[src/cdq_pkg.sv]
// shared types and constants of the circular deque with search
// no dependencies; every other file of the block depends on this package
package cdq_pkg;

  // default geometry, handed to the top level parameters as their defaults
  localparam int DEPTH_DEFAULT      = 16;
  localparam int VALUE_BITS_DEFAULT = 8;
  localparam int MODE_BITS          = 3;

  // request operation codes
  typedef enum logic [MODE_BITS-1:0] {
    MODE_PUSH_BACK  = 3'd0,
    MODE_PUSH_FRONT = 3'd1,
    MODE_POP_FRONT  = 3'd2,
    MODE_PEEK_FRONT = 3'd3,
    MODE_CONTAINS   = 3'd4
  } mode_t;

  // what every cell of the row does at a clock edge
  typedef enum logic [1:0] {
    CELL_HOLD,
    CELL_APPEND,
    CELL_SHIFT_IN,
    CELL_SHIFT_OUT
  } cell_op_t;

  // control handed to one cell
  typedef struct packed {
    cell_op_t op;
    logic     at_tail;
    logic     occupied;
  } cell_ctrl_t;

endpackage

[src/cdq_if.sv]
// request and response channel interfaces of the circular deque with search
// depends on cdq_pkg for the default value width and the mode width
interface cdq_req_if #(
  parameter int VALUE_BITS = cdq_pkg::VALUE_BITS_DEFAULT
);
  logic                           valid;
  logic                           ready;
  logic [cdq_pkg::MODE_BITS-1:0]  mode;
  logic [VALUE_BITS-1:0]          value;

  modport source (output valid, output mode, output value, input ready);
  modport sink   (input valid, input mode, input value, output ready);
endinterface

interface cdq_rsp_if #(
  parameter int VALUE_BITS = cdq_pkg::VALUE_BITS_DEFAULT
);
  logic                  valid;
  logic                  ready;
  logic [VALUE_BITS-1:0] value_out;
  logic                  value_valid;
  logic                  found;
  logic                  dropped;
  logic                  is_empty;
  logic                  is_full;

  modport source (output valid, output value_out, output value_valid, output found,
                  output dropped, output is_empty, output is_full, input ready);
  modport sink   (input valid, input value_out, input value_valid, input found,
                  input dropped, input is_empty, input is_full, output ready);
endinterface

[src/circular_deque_with_search.sv]
// top level of the circular deque with search: fill count, request decode,
// cell row and response register; depends on cdq_pkg, cdq_if and cdq_cell
//
// The deque takes one request per clock cycle unless its held response is not
// yet taken, answering each in the next cycle from an output register; a new
// request is taken in the same cycle that the previous response is taken. The
// front value always sits in the first cell of a row of DEPTH cells: a push at
// the front shifts the row by one cell toward the back, a pop shifts it toward
// the front, and a push at the back writes the cell named by the fill count.
// Every cell compares its value with the search key, so a contains query is
// settled in the same cycle. A push into a full deque is dropped and flagged;
// a pop or peek of an empty deque returns value_valid low. No clearing pass
// is needed after reset.
module circular_deque_with_search #(
  parameter int DEPTH      = cdq_pkg::DEPTH_DEFAULT,
  parameter int VALUE_BITS = cdq_pkg::VALUE_BITS_DEFAULT
) (
  input  logic       clk,
  input  logic       rst,
  cdq_req_if.sink    req,
  cdq_rsp_if.source  rsp
);
  import cdq_pkg::*;

  localparam int COUNT_BITS = $clog2(DEPTH + 1);
  localparam logic [COUNT_BITS-1:0] COUNT_FULL = COUNT_BITS'(DEPTH);

  logic [COUNT_BITS-1:0] count, count_next;
  logic                  accept;
  logic                  full, empty;
  cell_op_t              row_op;
  logic [VALUE_BITS-1:0] data [DEPTH];
  logic [DEPTH-1:0]      match;

  logic [VALUE_BITS-1:0] value_out_next;
  logic                  value_valid_next, found_next, dropped_next;

  // handshake: the output register frees up when its response is taken
  assign req.ready = !rsp.valid || rsp.ready;
  assign accept    = req.valid && req.ready;

  assign full  = (count == COUNT_FULL);
  assign empty = (count == '0);

  // request decode
  always_comb begin
    row_op           = CELL_HOLD;
    count_next       = count;
    value_out_next   = '0;
    value_valid_next = 1'b0;
    found_next       = 1'b0;
    dropped_next     = 1'b0;
    if (accept) begin
      case (mode_t'(req.mode))
        MODE_PUSH_BACK: begin
          if (full) begin
            dropped_next = 1'b1;
          end else begin
            row_op     = CELL_APPEND;
            count_next = count + 1'b1;
          end
        end
        MODE_PUSH_FRONT: begin
          if (full) begin
            dropped_next = 1'b1;
          end else begin
            row_op     = CELL_SHIFT_IN;
            count_next = count + 1'b1;
          end
        end
        MODE_POP_FRONT: begin
          if (!empty) begin
            value_out_next   = data[0];
            value_valid_next = 1'b1;
            row_op           = CELL_SHIFT_OUT;
            count_next       = count - 1'b1;
          end
        end
        MODE_PEEK_FRONT: begin
          if (!empty) begin
            value_out_next   = data[0];
            value_valid_next = 1'b1;
          end
        end
        MODE_CONTAINS: begin
          found_next = |match;
        end
        default: begin
          row_op = CELL_HOLD;
        end
      endcase
    end
  end

  // row of cells
  for (genvar i = 0; i < DEPTH; i++) begin : g_cell
    cell_ctrl_t            ctrl;
    logic [VALUE_BITS-1:0] left_in, right_in;

    assign ctrl.op       = row_op;
    assign ctrl.at_tail  = (count == COUNT_BITS'(i));
    assign ctrl.occupied = (COUNT_BITS'(i) < count);

    if (i == 0) begin : g_first
      assign left_in = req.value;
    end else begin : g_inner_left
      assign left_in = data[i-1];
    end

    if (i == DEPTH - 1) begin : g_last
      assign right_in = data[i];
    end else begin : g_inner_right
      assign right_in = data[i+1];
    end

    cdq_cell #(
      .VALUE_BITS(VALUE_BITS)
    ) u_cell (
      .clk      (clk),
      .ctrl     (ctrl),
      .key      (req.value),
      .left_in  (left_in),
      .right_in (right_in),
      .data     (data[i]),
      .match    (match[i])
    );
  end

  // fill count
  always_ff @(posedge clk) begin
    if (rst) begin
      count <= '0;
    end else begin
      count <= count_next;
    end
  end

  // response valid
  always_ff @(posedge clk) begin
    if (rst) begin
      rsp.valid <= 1'b0;
    end else if (accept) begin
      rsp.valid <= 1'b1;
    end else if (rsp.ready) begin
      rsp.valid <= 1'b0;
    end
  end

  // response payload
  always_ff @(posedge clk) begin
    if (accept) begin
      rsp.value_out   <= value_out_next;
      rsp.value_valid <= value_valid_next;
      rsp.found       <= found_next;
      rsp.dropped     <= dropped_next;
      rsp.is_empty    <= (count_next == '0);
      rsp.is_full     <= (count_next == COUNT_FULL);
    end
  end

`ifndef SYNTHESIS
  // fill count never passes the depth
  a_count_range: assert property (@(posedge clk) disable iff (rst)
    count <= COUNT_FULL)
    else $error("fill count above depth");

  // a dropped push is only reported on a full deque
  a_drop_full: assert property (@(posedge clk) disable iff (rst)
    rsp.valid && rsp.dropped |-> rsp.is_full && !rsp.value_valid)
    else $error("dropped push without full deque");

  // empty and full never reported together
  a_flags_exclusive: assert property (@(posedge clk) disable iff (rst)
    rsp.valid |-> !(rsp.is_empty && rsp.is_full))
    else $error("empty and full both set");

  // popping the last value empties the deque
  a_pop_last: assert property (@(posedge clk) disable iff (rst)
    accept && (req.mode == MODE_POP_FRONT) && (count == COUNT_BITS'(1))
    |=> (count == '0) && rsp.is_empty && rsp.value_valid)
    else $error("pop of last value did not empty the deque");

  // a contains query on an empty deque finds nothing
  a_empty_search: assert property (@(posedge clk) disable iff (rst)
    accept && (req.mode == MODE_CONTAINS) && empty |=> !rsp.found)
    else $error("search matched in empty deque");
`endif

endmodule

[src/cdq_cell.sv]
// one storage cell of the deque row: holds a value, shifts with its neighbors
// and compares its value against the search key; depends on cdq_pkg
module cdq_cell #(
  parameter int VALUE_BITS = cdq_pkg::VALUE_BITS_DEFAULT
) (
  input  logic                   clk,
  input  cdq_pkg::cell_ctrl_t    ctrl,
  input  logic [VALUE_BITS-1:0]  key,
  input  logic [VALUE_BITS-1:0]  left_in,
  input  logic [VALUE_BITS-1:0]  right_in,
  output logic [VALUE_BITS-1:0]  data,
  output logic                   match
);
  import cdq_pkg::*;

  logic [VALUE_BITS-1:0] data_next;

  // next value from the row operation
  always_comb begin
    data_next = data;
    case (ctrl.op)
      CELL_APPEND:    if (ctrl.at_tail) data_next = key;
      CELL_SHIFT_IN:  data_next = left_in;
      CELL_SHIFT_OUT: data_next = right_in;
      default:        data_next = data;
    endcase
  end

  // payload storage, no reset
  always_ff @(posedge clk) begin
    data <= data_next;
  end

  // search compare, gated by occupancy
  assign match = ctrl.occupied && (data == key);

endmodule
[src/flat_wrapper.sv]
// flat-port wrapper written by rule: the top's interface ports become plain ports
module circular_deque_with_search_flat import cdq_pkg::*;
#(
  parameter int DEPTH      = cdq_pkg::DEPTH_DEFAULT,
  parameter int VALUE_BITS = cdq_pkg::VALUE_BITS_DEFAULT
)
  (clk, rst, req_valid, req_mode, req_value, req_ready, rsp_valid, rsp_value_out, rsp_value_valid, rsp_found, rsp_dropped, rsp_is_empty, rsp_is_full, rsp_ready);
  cdq_req_if #(.VALUE_BITS(VALUE_BITS)) req_i ();
  cdq_rsp_if #(.VALUE_BITS(VALUE_BITS)) rsp_i ();
  input  logic clk;
  input  logic rst;
  input wire logic [$bits(req_i.valid)-1:0] req_valid;
  input wire logic [$bits(req_i.mode)-1:0] req_mode;
  input wire logic [$bits(req_i.value)-1:0] req_value;
  output wire logic [$bits(req_i.ready)-1:0] req_ready;
  output wire logic [$bits(rsp_i.valid)-1:0] rsp_valid;
  output wire logic [$bits(rsp_i.value_out)-1:0] rsp_value_out;
  output wire logic [$bits(rsp_i.value_valid)-1:0] rsp_value_valid;
  output wire logic [$bits(rsp_i.found)-1:0] rsp_found;
  output wire logic [$bits(rsp_i.dropped)-1:0] rsp_dropped;
  output wire logic [$bits(rsp_i.is_empty)-1:0] rsp_is_empty;
  output wire logic [$bits(rsp_i.is_full)-1:0] rsp_is_full;
  input wire logic [$bits(rsp_i.ready)-1:0] rsp_ready;
  assign req_i.valid = req_valid;
  assign req_i.mode = req_mode;
  assign req_i.value = req_value;
  assign req_ready = req_i.ready;
  assign rsp_valid = rsp_i.valid;
  assign rsp_value_out = rsp_i.value_out;
  assign rsp_value_valid = rsp_i.value_valid;
  assign rsp_found = rsp_i.found;
  assign rsp_dropped = rsp_i.dropped;
  assign rsp_is_empty = rsp_i.is_empty;
  assign rsp_is_full = rsp_i.is_full;
  assign rsp_i.ready = rsp_ready;
  circular_deque_with_search #(.DEPTH(DEPTH), .VALUE_BITS(VALUE_BITS)) u_core (.clk(clk), .rst(rst), .req(req_i), .rsp(rsp_i));
endmodule
[config.mk]
export PLATFORM = sky130hd
export DESIGN_NAME = circular_deque_with_search_flat
export DESIGN_NICKNAME = d
export VERILOG_FILES = /design/src/cdq_pkg.sv /design/src/cdq_if.sv /design/src/circular_deque_with_search.sv /design/src/cdq_cell.sv /design/src/flat_wrapper.sv
export SDC_FILE = /design/constraint.sdc
export NUM_CORES = 1
export LEC_CHECK = 0
export BUFFER_PORTS_ARGS = -buffer_cell sky130_fd_sc_hd__buf_2
export CORE_MARGIN = 4
export CORE_UTILIZATION = 43
export DETAILED_ROUTE_END_ITERATION = 12
export GPL_TIMING_DRIVEN = 0
export HOLD_SLACK_MARGIN = 0.12
export PLACE_DENSITY = 0.71
export SKIP_CTS_REPAIR_TIMING = 1
export SYNTH_ARGS = -nofsm -noshare
export SYNTH_HDL_FRONTEND = slang
export SYNTH_SLANG_ARGS = --single-unit
[constraint.sdc]
create_clock -name clk -period 8.1 [get_ports clk]
set_clock_uncertainty 0.15 [all_clocks]
set_input_delay 1.62 -clock clk [delete_from_list [all_inputs] [get_ports clk]]
set_output_delay 1.62 -clock clk [all_outputs]
set_load 0.03 [all_outputs]
==> results_dict.tcl, run 1 <==
set metrics [dict create \
    worst_pin_slew_ns 1.109 \
    die_w_um 147.8 \
    cap_violations 0 \
    critPathLaunch "req_mode[0]" \
    synthDistinctLibCells 52 \
    largest_reg_flops 128 \
    drt_iter0_drc 1041 \
    area_growth_pct 11.50 \
    layout_commonest_cell "edfxtp_1" \
    grt_pass1_vias 6490 \
    worstSetupPathType "input port to flop" \
    die_h_um 147.8 \
    dr_total_vias 6594 \
    power.density_mw_per_mm2 195.7 \
    port_buffers 19 \
    synth_flop_cell "edfxtp_1" \
    slowest_delay_ns 0.90 \
    highest_layer "met4" \
    routabilityCongestion 0.9713 \
    synthArstFlopShare_pct 0 \
    reg_top3 "u_core.g_cell.u_cell.data (128), u_core.rsp.value_out (8), u_core.count (5)" \
    finalHoldViolations 0 \
    max_flop_register "u_core.g_cell.u_cell.data" \
    slowest_stage "a21oi_1" \
    worst-path-buf-inv 3 \
    crit_path_end_kind "flop" \
    setup_viol 0 \
    cts-root-buf "clkbuf_16" \
    finalSetupTns_ns 0 \
    ios 30 \
    setup.worst_path.start_class "input port" \
    clk_path_buf_depth 2 \
    crit_chain "buf_2, nand2_1, and4b_1, clkbuf_1, nand2_1, clkbuf_1, a21oi_1" \
    layout.nets 726 \
    status "completed" \
    grt_usage_pct 24.57 \
    ir_drop_mv 0.1114 \
    grt_max_degree 17 \
    fin_util_pct 49.42 \
    drv_slew 0 \
    regArea_mm2 0.004354 \
    firstDrtPassIters 5 \
    clk_pin_slew_ns 0.07 \
    antenna_found_initial 0 \
    synth-edff-count 141 \
    synthesis.area_mm2 0.008402 \
    cp_data_required_time_ns 8.00 \
    htreeDepth 4 \
    final.min_clock_period_ns 3.889 \
    fill_cells 1625 \
    syn_inst 668 \
    wl_met2_mm 11.81 \
    syn_area_per_cell_um2 12.58 \
    dieArea_mm2 0.02184 \
    min_from "u_core.rsp.valid" \
    place_hpwl_mm 18.81 \
    clock-sinks 147 \
    fin_hold_ws_ns 0.4201 \
    final_cell_mix "edfxtp_1 (141), a221o_1 (112), xnor2_1 (73), buf_2 (60), xor2_1 (58)" \
    coreArea_mm2 0.01896 \
    ys_seq_elements 147 \
    grt-ovfl-total 0 \
    synth_warnings 0 \
    drive_gt1_share_pct 19.19 \
    period_share_pct 48.01 \
    hold_path_class "flop to flop" \
    power_leakage_nw 3.165 \
    r2r-start "u_core.count[1]" \
    routedLengthMet1_mm 10.48 \
    routed_wl_mm 26.69 \
    synth_fp_nets 688 \
    grt_pass1_wl_mm 40.14 \
    fp-row-count 50 \
    slew_headroom_pct 26.04 \
    cp_top_family "compound AO/OA/AOI/OAI gates" \
    dp_slack_ns 3.832 \
    yosysSeqAreaShare_pct 51.82 \
    cp_data_arrival_time_ns 3.79 \
    rsz0062_at_grt "no" \
    multi_input_area_mm2 0.003651 \
    drtAntennaViolNets 0 \
    cts_tree "yes" \
    routedWlPerCell_um 27.26 \
    routed_via_density 6.735 \
    clock_latency_ns 0.43 \
    worst_slack_ns 4.211 \
    crit_fanout 10 \
    wl_met3_mm 3.055 \
    diodes 0 \
    fmax_mhz 257.1 \
    initial_utilization_pct 44.32 \
    numCtsBuffers 17 \
    drc_errors 0 \
]
-- layout make-up --
class | instances | area share (%)
well taps | 260 | 3.473
repair buffers | 19 | 1.015
clock inverters | 15 | 1.282
inverters | 5 | 0.2003
clock buffers | 17 | 4.541
flip-flops and latches | 147 | 46.48
multi-input cells | 451 | 38.97
plain buffers | 65 | 4.034
-- cell families after synthesis --
family	count (synthesis)	share of synthesized area [%]
compound gates	166	17.45
xor+xnor	131	13.66
fa+ha+maj	5	0.7446
buf+inv	70	4.721
flops	147	51.82
mux	17	2.278
simple gates	132	9.322
-- synthesized netlist by cell type, types with 2 or more instances --
cell type  instances  area, µm²
dfxtp_1            6      120.1
buf_4              2      15.01
a21oi_1           29      145.1
buf_6             10      112.6
nand4_1           17      106.4
and3_1             2      12.51
o31ai_1            2      15.01
nor2_1            15      56.30
o21ai_0            4      20.02
buf_2             41      205.2
nand2_1           21      78.83
nand2_2            2      12.51
a221o_1          112       1121
inv_1              5      18.77
xor2_1            58      508.0
a211oi_1           5      37.54
nor3b_1            2      15.01
and4bb_2           2      25.02
ha_1               5      62.56
nor3_1            11      55.05
nor4_1            14      87.58
nand3_1           13      65.06
edfxtp_1         141       4234
a31oi_1            3      18.77
clkbuf_1          11      41.29
mux2_2            17      191.4
nor2b_1            3      18.77
xnor2_1           73      639.4
and2_1            12      75.07
nor2b_2            8      70.07
-- metrics by stage --
stage          area (µm²)  std cells  power (W)
3_5_place_dp         8822        947   0.001095
5_1_grt              9368        979   0.001888
3_3_place_gp         8822        947   0.001090
4_1_cts              9368        979   0.001829
6_report             9368        979   0.001834
2_1_floorplan        8402        668   0.001035
-- power breakdown --
group	total, W	internal, W	leakage, nW	switching [W]
registers	0.000889	0.000864	1.35	0.0000242
logic	0.000198	0.0000779	1.56	0.000120
clock network	0.000747	0.000398	0.255	0.000349
-- worst reg2reg max path: stages, from the launching register on --
cell	delay [ns]
dfxtp_1	0.38
clkbuf_1	0.41
inv_1	0.22
ha_1	0.34
and4bb_2	0.36
nor3_1	0.80
a21oi_1	0.60
-- path summary, 6_finish.rpt --
check                                     end  cells past startpoint  slack (ns)
max          u_core.g_cell[10].u_cell.data[4]                      7        4.21
min                          u_core.rsp.valid                      2        0.42
max reg2reg  u_core.g_cell[10].u_cell.data[4]                      6        4.43
min reg2reg                  u_core.rsp.valid                      2        0.42
-- per-layer routing --
layer | track usage, % | up-vias
met5 | 0 | -
met4 | 13.65 | 0
met3 | 7.051 | 95
met2 | 36.29 | 501
met1 | 32.55 | 3262
li1 | - | 2736
(Power assumes the default switching activity.)
==> run 2, diff against run 1 <==
- PLACE_DENSITY: 0.71 -> 0.73
- clock period: 8.1 -> 3.46 ns (I/O delays scaled with it)
==> run 2 against run 1 <==
  * Hold slack lost 0.055 ns
  * Combinational power increased by 130%
  * Global-route usage is 1.5 points lower
  * Critical endpoint is now u_core.g_cell[15].u_cell.data[0]
  * First-iteration DRC count grew 7.0%
  * Cell count stayed put
  * Utilization is 0.46 points higher
  * Highest routed layer unchanged
==> results_dict.tcl, run 2 (synthesized netlist as in run 1, its figures left out) <==
set metrics [dict create \
    crit_chain "clkbuf_2, inv_1, ha_1, and4bb_2, nor2_8, and3_1, clkbuf_1, buf_2, buf_2, a41o_2" \
    hold_path_class "input port to flop" \
    clk_path_buf_depth 2 \
    p_sw_share_pct 24.83 \
    power_leakage_nw 3.208 \
    period_share_pct 93.28 \
    area_growth_pct 12.54 \
    initial_utilization_pct 44.32 \
    coreArea_mm2 0.01896 \
    final.min_clock_period_ns 3.227 \
    place_hpwl_mm 17.88 \
    layout_commonest_cell "edfxtp_1" \
    drive_gt1_share_pct 20.31 \
    dr_total_vias 6524 \
    htreeDepth 4 \
    ir_drop_mv 0.2625 \
    worst-path-buf-inv 5 \
    worst_pin_slew_ns 1.061 \
    routed_wl_mm 25.53 \
    p_int_w 0.003347 \
    fp-row-count 50 \
    routed_via_density 6.664 \
    port_buffers 19 \
    grt_pass1_vias 6066 \
    final_cell_mix "edfxtp_1 (141), a221o_1 (112), xnor2_1 (73), buf_2 (60), xor2_1 (58)" \
    cp_top_family "buffers and inverters" \
    seq_power_share_pct 46.7 \
    drtAntennaViolNets 0 \
    cp_data_required_time_ns 3.43 \
    grt-ovfl-total 0 \
    worstSetupPathType "flop to flop" \
    grt_pass1_wl_mm 37.72 \
    clk_pin_slew_ns 0.06 \
    p_sw_w 0.001106 \
    reg_top3 "u_core.g_cell.u_cell.data (128), u_core.rsp.value_out (8), u_core.count (5)" \
    cts-root-buf "clkbuf_16" \
    diodes 0 \
    numCtsBuffers 17 \
    cts_tree "yes" \
    slowest_stage "dfxtp_1" \
    routedWlPerCell_um 26.07 \
    drt_iter0_drc 1114 \
    slowest_delay_ns 0.40 \
    ios 30 \
    layoutNonFillerInstCount 979 \
    max_flop_register "u_core.g_cell.u_cell.data" \
    status "completed" \
    setup_viol 0 \
    fin_util_pct 49.88 \
    slew_headroom_pct 29.27 \
    cp_data_arrival_time_ns 3.19 \
    power.density_mw_per_mm2 471.0 \
    pwr-share-comb_pct 10.3 \
    firstDrtPassIters 5 \
    layout.nets 726 \
    rsz0062_at_grt "no" \
    grt_usage_pct 23.07 \
    drc_errors 0 \
    clock-sinks 147 \
    cap_violations 0 \
    setup.worst_path.start_class "flop" \
    clock_latency_ns 0.43 \
    p_clk_share_pct 43.0 \
    routabilityCongestion 0.9815 \
    fill_cells 1620 \
    dieArea_mm2 0.02184 \
    die_h_um 147.8 \
    grt_max_degree 17 \
    fmax_mhz 309.8 \
    finalSetupTns_ns 0 \
    antenna_found_initial 0 \
    largest_reg_flops 128 \
    crit_top_cell "buf_2" \
    dp.cells 947 \
    finalHoldViolations 0 \
    die_w_um 147.8 \
    crit_fanout 10 \
    crit_path_end_kind "flop" \
    drv_slew 0 \
]
## run 2: cell count changes in the layout (fill, tap and decap cells not counted), moves of 2 or more
cell | previous run | this run
a21oi_1 | 29 | 26
a21oi_2 | 0 | 3
bufinv_16 | 0 | 3
clkbuf_1 | 11 | 9
clkbuf_2 | 0 | 2
clkinv_4 | 1 | 4
clkinvlp_4 | 5 | 2
inv_6 | 6 | 3
## run 2: metrics by stage
stage | total power, W | cell area (µm²) | hold slack (ns) | setup slack, ns
2_1_floorplan | 0.002422 | 8402 | 0.4239 | 0.5496
3_3_place_gp | 0.002549 | 8822 | 0.4006 | -0.04105
3_5_place_dp | 0.002557 | 8822 | 0.4145 | -0.07581
4_1_cts | 0.004434 | 9429 | 0.3562 | -0.08808
5_1_grt | 0.004566 | 9455 | 0.3768 | 0.06843
6_report | 0.004453 | 9455 | 0.3656 | 0.2326
## run 2: layout make-up
| class | instances | area, µm² | share of cell area [%] |
|---|---|---|---|
| Sequential cell | 147 | 4354 | 46.05 |
| Multi-Input combinational cell | 451 | 3675 | 38.86 |
| Clock buffer | 17 | 425.4 | 4.499 |
| Buffer | 65 | 380.4 | 4.023 |
| Tap cell | 260 | 325.3 | 3.441 |
| Clock inverter | 15 | 181.4 | 1.919 |
| Timing Repair Buffer | 19 | 95.09 | 1.006 |
| Inverter | 5 | 18.77 | 0.1985 |
## run 2: power by group through the flow
stage	Clock [W]	Combinational (W)	Sequential [W]
finish	0.00191	0.000460	0.00208
global route	0.00200	0.000485	0.00208
CTS	0.00191	0.000449	0.00208
detailed placement	0	0.000443	0.00211
global placement	0	0.000437	0.00211
floorplan	0	0.000312	0.00211
## run 2: routing by layer
| layer | GRT usage [%] | routed length [µm] | vias up |
|---|---|---|---|
| met3 | 4.598 | 2836 | 78 |
| met5 | 0 | 0 | - |
| li1 | - | - | 2738 |
| met4 | 10.16 | 1022 | 0 |
| met2 | 35.33 | 11440 | 519 |
| met1 | 31.90 | 10230 | 3189 |
## run 2: worst register-to-register path, delay by kind of cell (launching register included)
family	cells	cell delay [ns]
and+or+nand+nor	3	0.64
AOI/OAI and AO/OA	1	0.28
adders and majority gates	1	0.30
DFF	1	0.40
buffers and inverters	5	1.15
## run 2: worst paths after layout
path                                  startpoint                          endpoint  slack, ns  cells after the start
worst max-delay path             u_core.count[1]  u_core.g_cell[15].u_cell.data[0]       0.23                     10
worst min-delay path                         rst                  u_core.rsp.valid       0.37                      2
worst max register to register   u_core.count[1]  u_core.g_cell[15].u_cell.data[0]       0.23                     10
worst min register to register  u_core.rsp.valid                  u_core.rsp.valid       0.42                      2
